File: src/design/rdls_pkg.sv
// ----------------------------------------------------------------------------
// rdls_pkg
// Types and constants of the repeating delta-list send scheduler.
// ----------------------------------------------------------------------------
package rdls_pkg;

  localparam int unsigned MAX_RESULTS = 16;
  localparam int unsigned RES_W       = 5;
  localparam int unsigned BUF_IW      = 4;

  typedef enum logic [1:0] {
    REQ_APPEND = 2'd0,
    REQ_START  = 2'd1,
    REQ_TICK   = 2'd2,
    REQ_STOP   = 2'd3
  } req_e;

  typedef enum logic [1:0] {
    CELL_HOLD = 2'd0,
    CELL_SHL  = 2'd1,
    CELL_INS  = 2'd2,
    CELL_SETD = 2'd3
  } cell_op_e;

  typedef struct packed {
    logic [15:0] id;
    logic [15:0] delay;
    logic [15:0] period;
    logic [15:0] total;
  } entry_t;

  typedef struct packed {
    cell_op_e op;
    entry_t   ent;
  } cell_ctl_t;

  typedef enum logic [2:0] {
    ST_IDLE = 3'd0,
    ST_POP  = 3'd1,
    ST_SEL  = 3'd2,
    ST_WALK = 3'd3,
    ST_INS  = 3'd4,
    ST_FIN  = 3'd5,
    ST_EMIT = 3'd6
  } state_e;

endpackage

File: src/design/rdls_cell.sv
// ----------------------------------------------------------------------------
// rdls_cell
// One list slot: holds an entry, shifts left, opens a gap or sets its delay.
// ----------------------------------------------------------------------------
module rdls_cell import rdls_pkg::*; #(
  parameter int unsigned IDX = 0,
  parameter int unsigned CW  = 5
) (
  input  logic          clk_i,
  input  cell_ctl_t     ctl_i,
  input  logic [CW-1:0] pos_i,
  input  entry_t        left_i,
  input  entry_t        right_i,
  output entry_t        ent_o
);

  entry_t ent_q, ent_d;
  logic   at_pos, past_pos;

  assign at_pos   = (pos_i == CW'(IDX));
  assign past_pos = (CW'(IDX) > pos_i);

  always_comb begin
    ent_d = ent_q;
    case (ctl_i.op)
      CELL_SHL: ent_d = right_i;
      CELL_INS: begin
        if (past_pos) ent_d = left_i;
        else if (at_pos) ent_d = ctl_i.ent;
      end
      CELL_SETD: begin
        if (at_pos) ent_d.delay = ctl_i.ent.delay;
      end
      default: ent_d = ent_q;
    endcase
  end

  always_ff @(posedge clk_i) begin
    ent_q <= ent_d;
  end

  assign ent_o = ent_q;

endmodule

File: src/design/repeating_delta_list_send_scheduler.sv
// ----------------------------------------------------------------------------
// repeating_delta_list_send_scheduler
// Delta-ordered send list kept in a row of cells, with pass sequencer.
// Append, stop and a tick that runs no pass keep busy low.
// A pass pops the due entries, selects each in turn, walks a repeating one
// to its slot and reinserts it, loads the countdown and emits one result per
// entry (one if none is sent and the list is empty); busy is high throughout.
// Results are registered, one per cycle, and cannot be stalled.
// Reset clears count, countdown and flags at once; no clearing pass.
// ----------------------------------------------------------------------------
module repeating_delta_list_send_scheduler import rdls_pkg::*; #(
  parameter int unsigned LIST_DEPTH = 16
) (
  input  logic        clk_i,
  input  logic        rst_ni,
  input  logic        start,
  output logic        busy,
  input  logic [1:0]  req_type_i,
  input  logic [15:0] msg_id_i,
  input  logic [15:0] start_delay_i,
  input  logic [15:0] repeat_period_i,
  input  logic [15:0] repeat_total_i,
  output logic        result_valid_o,
  output logic [15:0] sent_id_o,
  output logic        sent_valid_o,
  output logic        last_of_pass_o,
  output logic        all_done_o,
  output logic        overflow_o
);

  localparam int unsigned CW = $clog2(LIST_DEPTH + 1);
  localparam int unsigned IW = $clog2(LIST_DEPTH);

  state_e         state_q, state_d;
  logic [CW-1:0]  cnt_q, cnt_d;
  logic [15:0]    cd_q, cd_d;
  logic           run_q, run_d;
  logic           drop_q, drop_d;
  logic [RES_W-1:0] n_q, n_d, ri_q, ri_d;
  logic [CW-1:0]  pos_q, pos_d;
  logic [15:0]    nd_q, nd_d;

  logic [15:0] buf_id_q  [MAX_RESULTS];
  logic [15:0] buf_per_q [MAX_RESULTS];
  logic [15:0] buf_tot_q [MAX_RESULTS];

  logic        rv_q, rv_d, sv_q, sv_d, lp_q, lp_d, ad_q, ad_d, ov_q, ov_d;
  logic [15:0] sid_q, sid_d;

  cell_ctl_t     ctl;
  logic [CW-1:0] cpos;
  entry_t        cells [LIST_DEPTH];

  logic        acc, pop_go, walk_go, pos_in, full, qual, last;
  logic [15:0] rd_dly, b_id, b_per, b_tot;
  req_e        req;

  assign acc   = start && !busy;
  assign busy  = (state_q != ST_IDLE);
  assign req   = req_e'(req_type_i);
  assign full  = (cnt_q == CW'(LIST_DEPTH));
  assign pos_in = (pos_q < cnt_q);
  assign rd_dly = cells[pos_q[IW-1:0]].delay;
  assign pop_go = (cnt_q != '0) && (n_q < RES_W'(MAX_RESULTS)) && (cells[0].delay == '0);
  assign walk_go = pos_in && !(nd_q < rd_dly);
  assign b_id  = buf_id_q[ri_q[BUF_IW-1:0]];
  assign b_per = buf_per_q[ri_q[BUF_IW-1:0]];
  assign b_tot = buf_tot_q[ri_q[BUF_IW-1:0]];
  assign qual  = (b_per != '0) && ((b_tot == '0) || (b_tot > 16'd1));
  assign last  = ((ri_q + RES_W'(1)) == n_q);

  // cell row
  for (genvar g = 0; g < LIST_DEPTH; g++) begin : g_cell
    entry_t lft, rgt;
    if (g == 0) begin : g_first
      assign lft = ctl.ent;
    end else begin : g_mid
      assign lft = cells[g-1];
    end
    if (g == LIST_DEPTH - 1) begin : g_last
      assign rgt = cells[g];
    end else begin : g_inner
      assign rgt = cells[g+1];
    end
    rdls_cell #(.IDX(g), .CW(CW)) u_cell (
      .clk_i  (clk_i),
      .ctl_i  (ctl),
      .pos_i  (cpos),
      .left_i (lft),
      .right_i(rgt),
      .ent_o  (cells[g])
    );
  end

  // next state
  always_comb begin
    state_d = state_q;
    unique case (state_q)
      ST_IDLE: begin
        if (acc) begin
          if (req == REQ_START) state_d = ST_POP;
          else if (req == REQ_TICK && run_q && !(cd_q > 16'd1)) state_d = ST_POP;
        end
      end
      ST_POP:  if (!pop_go) state_d = ST_SEL;
      ST_SEL: begin
        if (ri_q == n_q) state_d = ST_FIN;
        else if (qual) state_d = ST_WALK;
      end
      ST_WALK: if (!walk_go) state_d = ST_INS;
      ST_INS:  state_d = ST_SEL;
      ST_FIN:  state_d = ST_EMIT;
      ST_EMIT: if (n_q == '0 || last) state_d = ST_IDLE;
      default: state_d = ST_IDLE;
    endcase
  end

  // datapath and cell control
  always_comb begin
    cnt_d = cnt_q; cd_d = cd_q; run_d = run_q; drop_d = drop_q;
    n_d = n_q; ri_d = ri_q; pos_d = pos_q; nd_d = nd_q;
    rv_d = 1'b0; sv_d = 1'b0; lp_d = 1'b0; ad_d = 1'b0; ov_d = drop_q; sid_d = '0;
    ctl.op = CELL_HOLD;
    ctl.ent = '0;
    cpos = pos_q;
    unique case (state_q)
      ST_IDLE: begin
        if (acc) begin
          unique case (req)
            REQ_APPEND: begin
              if (full) begin
                drop_d = 1'b1;
              end else begin
                ctl.op = CELL_INS;
                ctl.ent = '{id: msg_id_i, delay: start_delay_i,
                            period: repeat_period_i, total: repeat_total_i};
                cpos = cnt_q;
                cnt_d = cnt_q + CW'(1);
              end
            end
            REQ_START: n_d = '0;
            REQ_TICK: begin
              if (run_q) begin
                if (cd_q > 16'd1) cd_d = cd_q - 16'd1;
                else begin
                  cd_d = '0;
                  n_d = '0;
                end
              end
            end
            REQ_STOP: begin
              cnt_d = '0; cd_d = '0; run_d = 1'b0; drop_d = 1'b0;
            end
            default: ;
          endcase
        end
      end
      ST_POP: begin
        if (pop_go) begin
          ctl.op = CELL_SHL;
          cnt_d = cnt_q - CW'(1);
          n_d = n_q + RES_W'(1);
        end else begin
          ri_d = '0;
        end
      end
      ST_SEL: begin
        if (ri_q != n_q) begin
          if (qual) begin
            nd_d = b_per;
            pos_d = '0;
          end else begin
            ri_d = ri_q + RES_W'(1);
          end
        end
      end
      ST_WALK: begin
        if (walk_go) begin
          nd_d = nd_q - rd_dly;
          pos_d = pos_q + CW'(1);
        end else if (pos_in) begin
          ctl.op = CELL_SETD;
          ctl.ent.delay = rd_dly - nd_q;
        end
      end
      ST_INS: begin
        if (full) begin
          drop_d = 1'b1;
        end else begin
          ctl.op = CELL_INS;
          ctl.ent = '{id: b_id, delay: nd_q, period: b_per,
                      total: (b_tot != '0) ? (b_tot - 16'd1) : 16'd0};
          cnt_d = cnt_q + CW'(1);
        end
        ri_d = ri_q + RES_W'(1);
      end
      ST_FIN: begin
        if (cnt_q != '0) begin
          cd_d = cells[0].delay;
          ctl.op = CELL_SETD;
          ctl.ent.delay = '0;
          cpos = '0;
          run_d = 1'b1;
        end else begin
          cd_d = '0;
          run_d = 1'b0;
        end
        ri_d = '0;
      end
      ST_EMIT: begin
        if (n_q == '0) begin
          if (cnt_q == '0) begin
            rv_d = 1'b1; lp_d = 1'b1; ad_d = 1'b1;
          end
        end else begin
          rv_d = 1'b1;
          sv_d = 1'b1;
          sid_d = b_id;
          lp_d = last;
          ad_d = last && (cnt_q == '0);
          ri_d = ri_q + RES_W'(1);
        end
      end
      default: ;
    endcase
  end

  // popped entry buffer
  always_ff @(posedge clk_i) begin
    if (state_q == ST_POP && pop_go) begin
      buf_id_q[n_q[BUF_IW-1:0]]  <= cells[0].id;
      buf_per_q[n_q[BUF_IW-1:0]] <= cells[0].period;
      buf_tot_q[n_q[BUF_IW-1:0]] <= cells[0].total;
    end
  end

  always_ff @(posedge clk_i) begin
    sid_q <= sid_d;
    nd_q  <= nd_d;
    pos_q <= pos_d;
    ri_q  <= ri_d;
    n_q   <= n_d;
  end

  always_ff @(posedge clk_i or negedge rst_ni) begin
    if (!rst_ni) begin
      state_q <= ST_IDLE;
      cnt_q   <= '0;
      cd_q    <= '0;
      run_q   <= 1'b0;
      drop_q  <= 1'b0;
      rv_q    <= 1'b0;
      sv_q    <= 1'b0;
      lp_q    <= 1'b0;
      ad_q    <= 1'b0;
      ov_q    <= 1'b0;
    end else begin
      state_q <= state_d;
      cnt_q   <= cnt_d;
      cd_q    <= cd_d;
      run_q   <= run_d;
      drop_q  <= drop_d;
      rv_q    <= rv_d;
      sv_q    <= sv_d;
      lp_q    <= lp_d;
      ad_q    <= ad_d;
      ov_q    <= ov_d;
    end
  end

  assign result_valid_o = rv_q;
  assign sent_id_o      = sid_q;
  assign sent_valid_o   = sv_q;
  assign last_of_pass_o = lp_q;
  assign all_done_o     = ad_q;
  assign overflow_o     = ov_q;

endmodule

File: config.mk
export PLATFORM = sky130hd
export DESIGN_NAME = repeating_delta_list_send_scheduler
export DESIGN_NICKNAME = d
export VERILOG_FILES = /design/src/design/rdls_pkg.sv /design/src/design/rdls_cell.sv /design/src/design/repeating_delta_list_send_scheduler.sv
export SDC_FILE = /design/constraint.sdc
export NUM_CORES = 2
export LEC_CHECK = 0
export BUFFER_PORTS_ARGS = -buffer_cell sky130_fd_sc_hd__buf_2
export CAP_MARGIN = 40
export CORE_MARGIN = 2
export CORE_UTILIZATION = 25
export DETAILED_ROUTE_END_ITERATION = 6
export PLACE_DENSITY = 0.5
export RECOVER_POWER = 100
export REMOVE_ABC_BUFFERS = 1
export SETUP_SLACK_MARGIN = 0.02
export SLEW_MARGIN = 20
export SYNTH_ARGS = -nofsm -noshare
export SYNTH_HDL_FRONTEND = slang
export SYNTH_SLANG_ARGS = --single-unit
File: constraint.sdc
create_clock -name clk_i -period 8.2 [get_ports clk_i]
set_input_delay 0.41 -clock clk_i [delete_from_list [all_inputs] [get_ports clk_i]]
set_output_delay 0.41 -clock clk_i [all_outputs]
set_load 0.01 [all_outputs]
==> metrics.cfg <==
[status]
status=complete, but fails checks
violations=max-capacitance violations, max-slew violations

[logic_synthesis]
synth_edf_count=1823
synth.top_cells.by_area=edfxtp_1 61%, mux4_2 7.3%, mux2_2 5.9%
yosysWarnings=0
syn_area_per_cell_sq_um=13.2
async_flop_share=0.0165
postSynthRegisterBits=1874
netlist_area_sq_mm=0.0898
synth-main-ff-cell=edfxtp_1
yosysTopAreaCellShare=0.610
syn_inst=6788
synth_top_area_cell=edfxtp_1
ys_types=84
seq_area_frac_synth=0.623

[global_routing]
grt_pass1_vias=57000
grt_pass1_wl_um=396000
grt_max_degree=169
antenna_found_initial=17
overflow=0
gr-usage-all-layers=0.143

[die]
die_w_um=603
die_y_um=603
die_area_sq_mm=0.364
row_count=220
start_util=0.251
ios=91
core_area_sq_mm=0.358

[final_layout]
drive_gt1_frac=0.196
final_cell_mix=1823 x edfxtp_1, 825 x o21ai_0, 783 x nand2_1
layout_commonest_cell=edfxtp_1
area_growth_pct=14.2
nets=6894

[sta]
fin_tns_setup_ps=0
finClkSkew_ps=106
final_hold_viol_count=0
fmax_mhz=137
period_needed_ps=7320
period_share=0.893
tightest_slew_ps=3540
slew_headroom=-1.36
rsz0062_at_grt=false
setup_ws_ps=877
setup_violations=0
slew_viol_final=952

[detailed_routing]
routedWlPerCell_um=22.9
dr.pass1.iters=7
drc_errors=0
route.vias.total=57800
viasPerCell=4.94
drtIter0Drc=5698
wl_um=268000
ant_nets=0

[clock_network]
numCtsBuffers=196
cts.clk_slew.worst_paths_ps=60
post_cts_buffers=0
clk_root_buffer_cell=clkbuf_16
cts_buffer_depth=4
clock-sinks=1874
cts_tree=built
clk_latency_ps=890
cts_max_level=4

[critical_path]
r2r_cells=16
cp_top_family=buffers and inverters
worst-setup-path-type=reg2reg
path_buf_inv=3
crit_chain=buf_12 -> mux4_2 -> mux4_2 -> ha_1 -> fa_1 -> nand2b_1 -> a21boi_0 -> o21ai_0 -> a21oi_1 -> nor3_1 -> and2_0 -> or4_1 -> ha_4 -> buf_4 -> a221oi_1 -> clkbuf_1
cp.required_ps=8600
crit_fanout=70
worstPathArrival_ps=7730
end_kind=register
critPathSlowestCell=clkbuf_1
startpoint_type=register
cp.depth=16
slowest_delay_ps=1250
cpMostUsedCell=mux4_2

[hold_path]
hold_class=in2reg
whs_path_depth=3

[placement]
hpwlAfterDp_um=174000
dpl_worst_slack_ps=1470
gp_congestion=0.830
io_buffers=90

[run]
maxCapViolations=35

## metrics by stage
step                      cell area [sq um]  hold WS [ps]  instances   util
final                                102000           113      11700  0.286
after global routing                 102000           101      11700  0.286
after CTS                            103000          35.2      11700  0.288
after detailed placement              97000           511      11300  0.271
after global placement                96400           498      11300  0.269
after floorplan                       87400           114       6199      -
## state kept, by name (all words and copies together), names as in the netlist, 16 cells and up, named ones only
signal,cells
nd_q,16
g_cell.u_cell.ent_o,1024
buf_id_q,256
cd_q,16
buf_per_q,256
buf_tot_q,256
sent_id_o,16
## area by class of cell
type	count	area, sq um
diodes	15	37.5
clock buffers	247	5290
clock inverters	105	897
fillers	36300	256000
inverters	261	980
multi-input cells	4064	30700
flip-flops and latches	1874	55900
well taps	4773	5970
repair buffers	366	2680
## cells in the mapped netlist, drive strengths merged, types with 31 or more instances
cell	count
a211o	43
a221o	129
nand2	783
o21ai	835
mux4	290
a221oi	50
buf	109
a22oi	94
mux2	476
ha	60
edfxtp	1823
nor2	337
inv	261
dfrtp	31
a21oi	224
clkbuf	480
o211ai	69
o221ai	157
nand3	174
## path summary, 6_finish.rpt
| kind | from | end | slack, ps |
|---|---|---|---|
| worst max-delay path | pos_q[0] | g_cell[10].u_cell.ent_o[41] | 880 |
| worst min-delay path | repeat_total_i[14] | g_cell[15].u_cell.ent_o[14] | 110 |
| worst max register to register | pos_q[0] | g_cell[10].u_cell.ent_o[41] | 880 |
| worst min register to register | cd_q[15] | cd_q[15] | 520 |
| max in group asynchronous | rst_ni | cd_q[15] | 5810 |
| min in group asynchronous | rst_ni | overflow_o | 490 |
## routing by layer
metal  wire, um  up-vias  global-route usage
li1           -    26100                   -
met1     115000    29300               0.191
met2     127000     2055               0.237
met3      15900      417              0.0183
met4      10200        0              0.0515
met5          0        -                   0
## cells by family (layout without fill, tap and decap cells)
| kind of cell | count (synthesis) | count (layout) | synth area share |
|---|---|---|---|
| and+or+nand+nor | 1455 | 1455 | 0.0680 |
| other | 0 | 15 | 0 |
| xor gates and xnor gates | 51 | 51 | 0.00498 |
| buffers and inverters | 850 | 979 | 0.0372 |
| muxes | 782 | 782 | 0.134 |
| AOI/OAI and AO/OA | 1714 | 1714 | 0.124 |
| DFF | 1874 | 1874 | 0.623 |
| adders and majority gates | 62 | 62 | 0.00881 |
## worst reg2reg max path: cells and delay by family, from the launching register on
family	cells	cell delay (ps)
and+or+nand+nor	4	1220
DFF	1	370
AOI/OAI and AO/OA	4	1100
adders and majority gates	3	1050
buffers and inverters	3	2040
muxes	2	1160
## timing repair
action                    CTS  global route
hold buffers                3             2
hold endpoints to repair   34             3
resized for setup           0             0
Power is left out: the tool's default activity adds up to more than one toggle a clock period on the data nets, which glitch-free logic cannot reach.
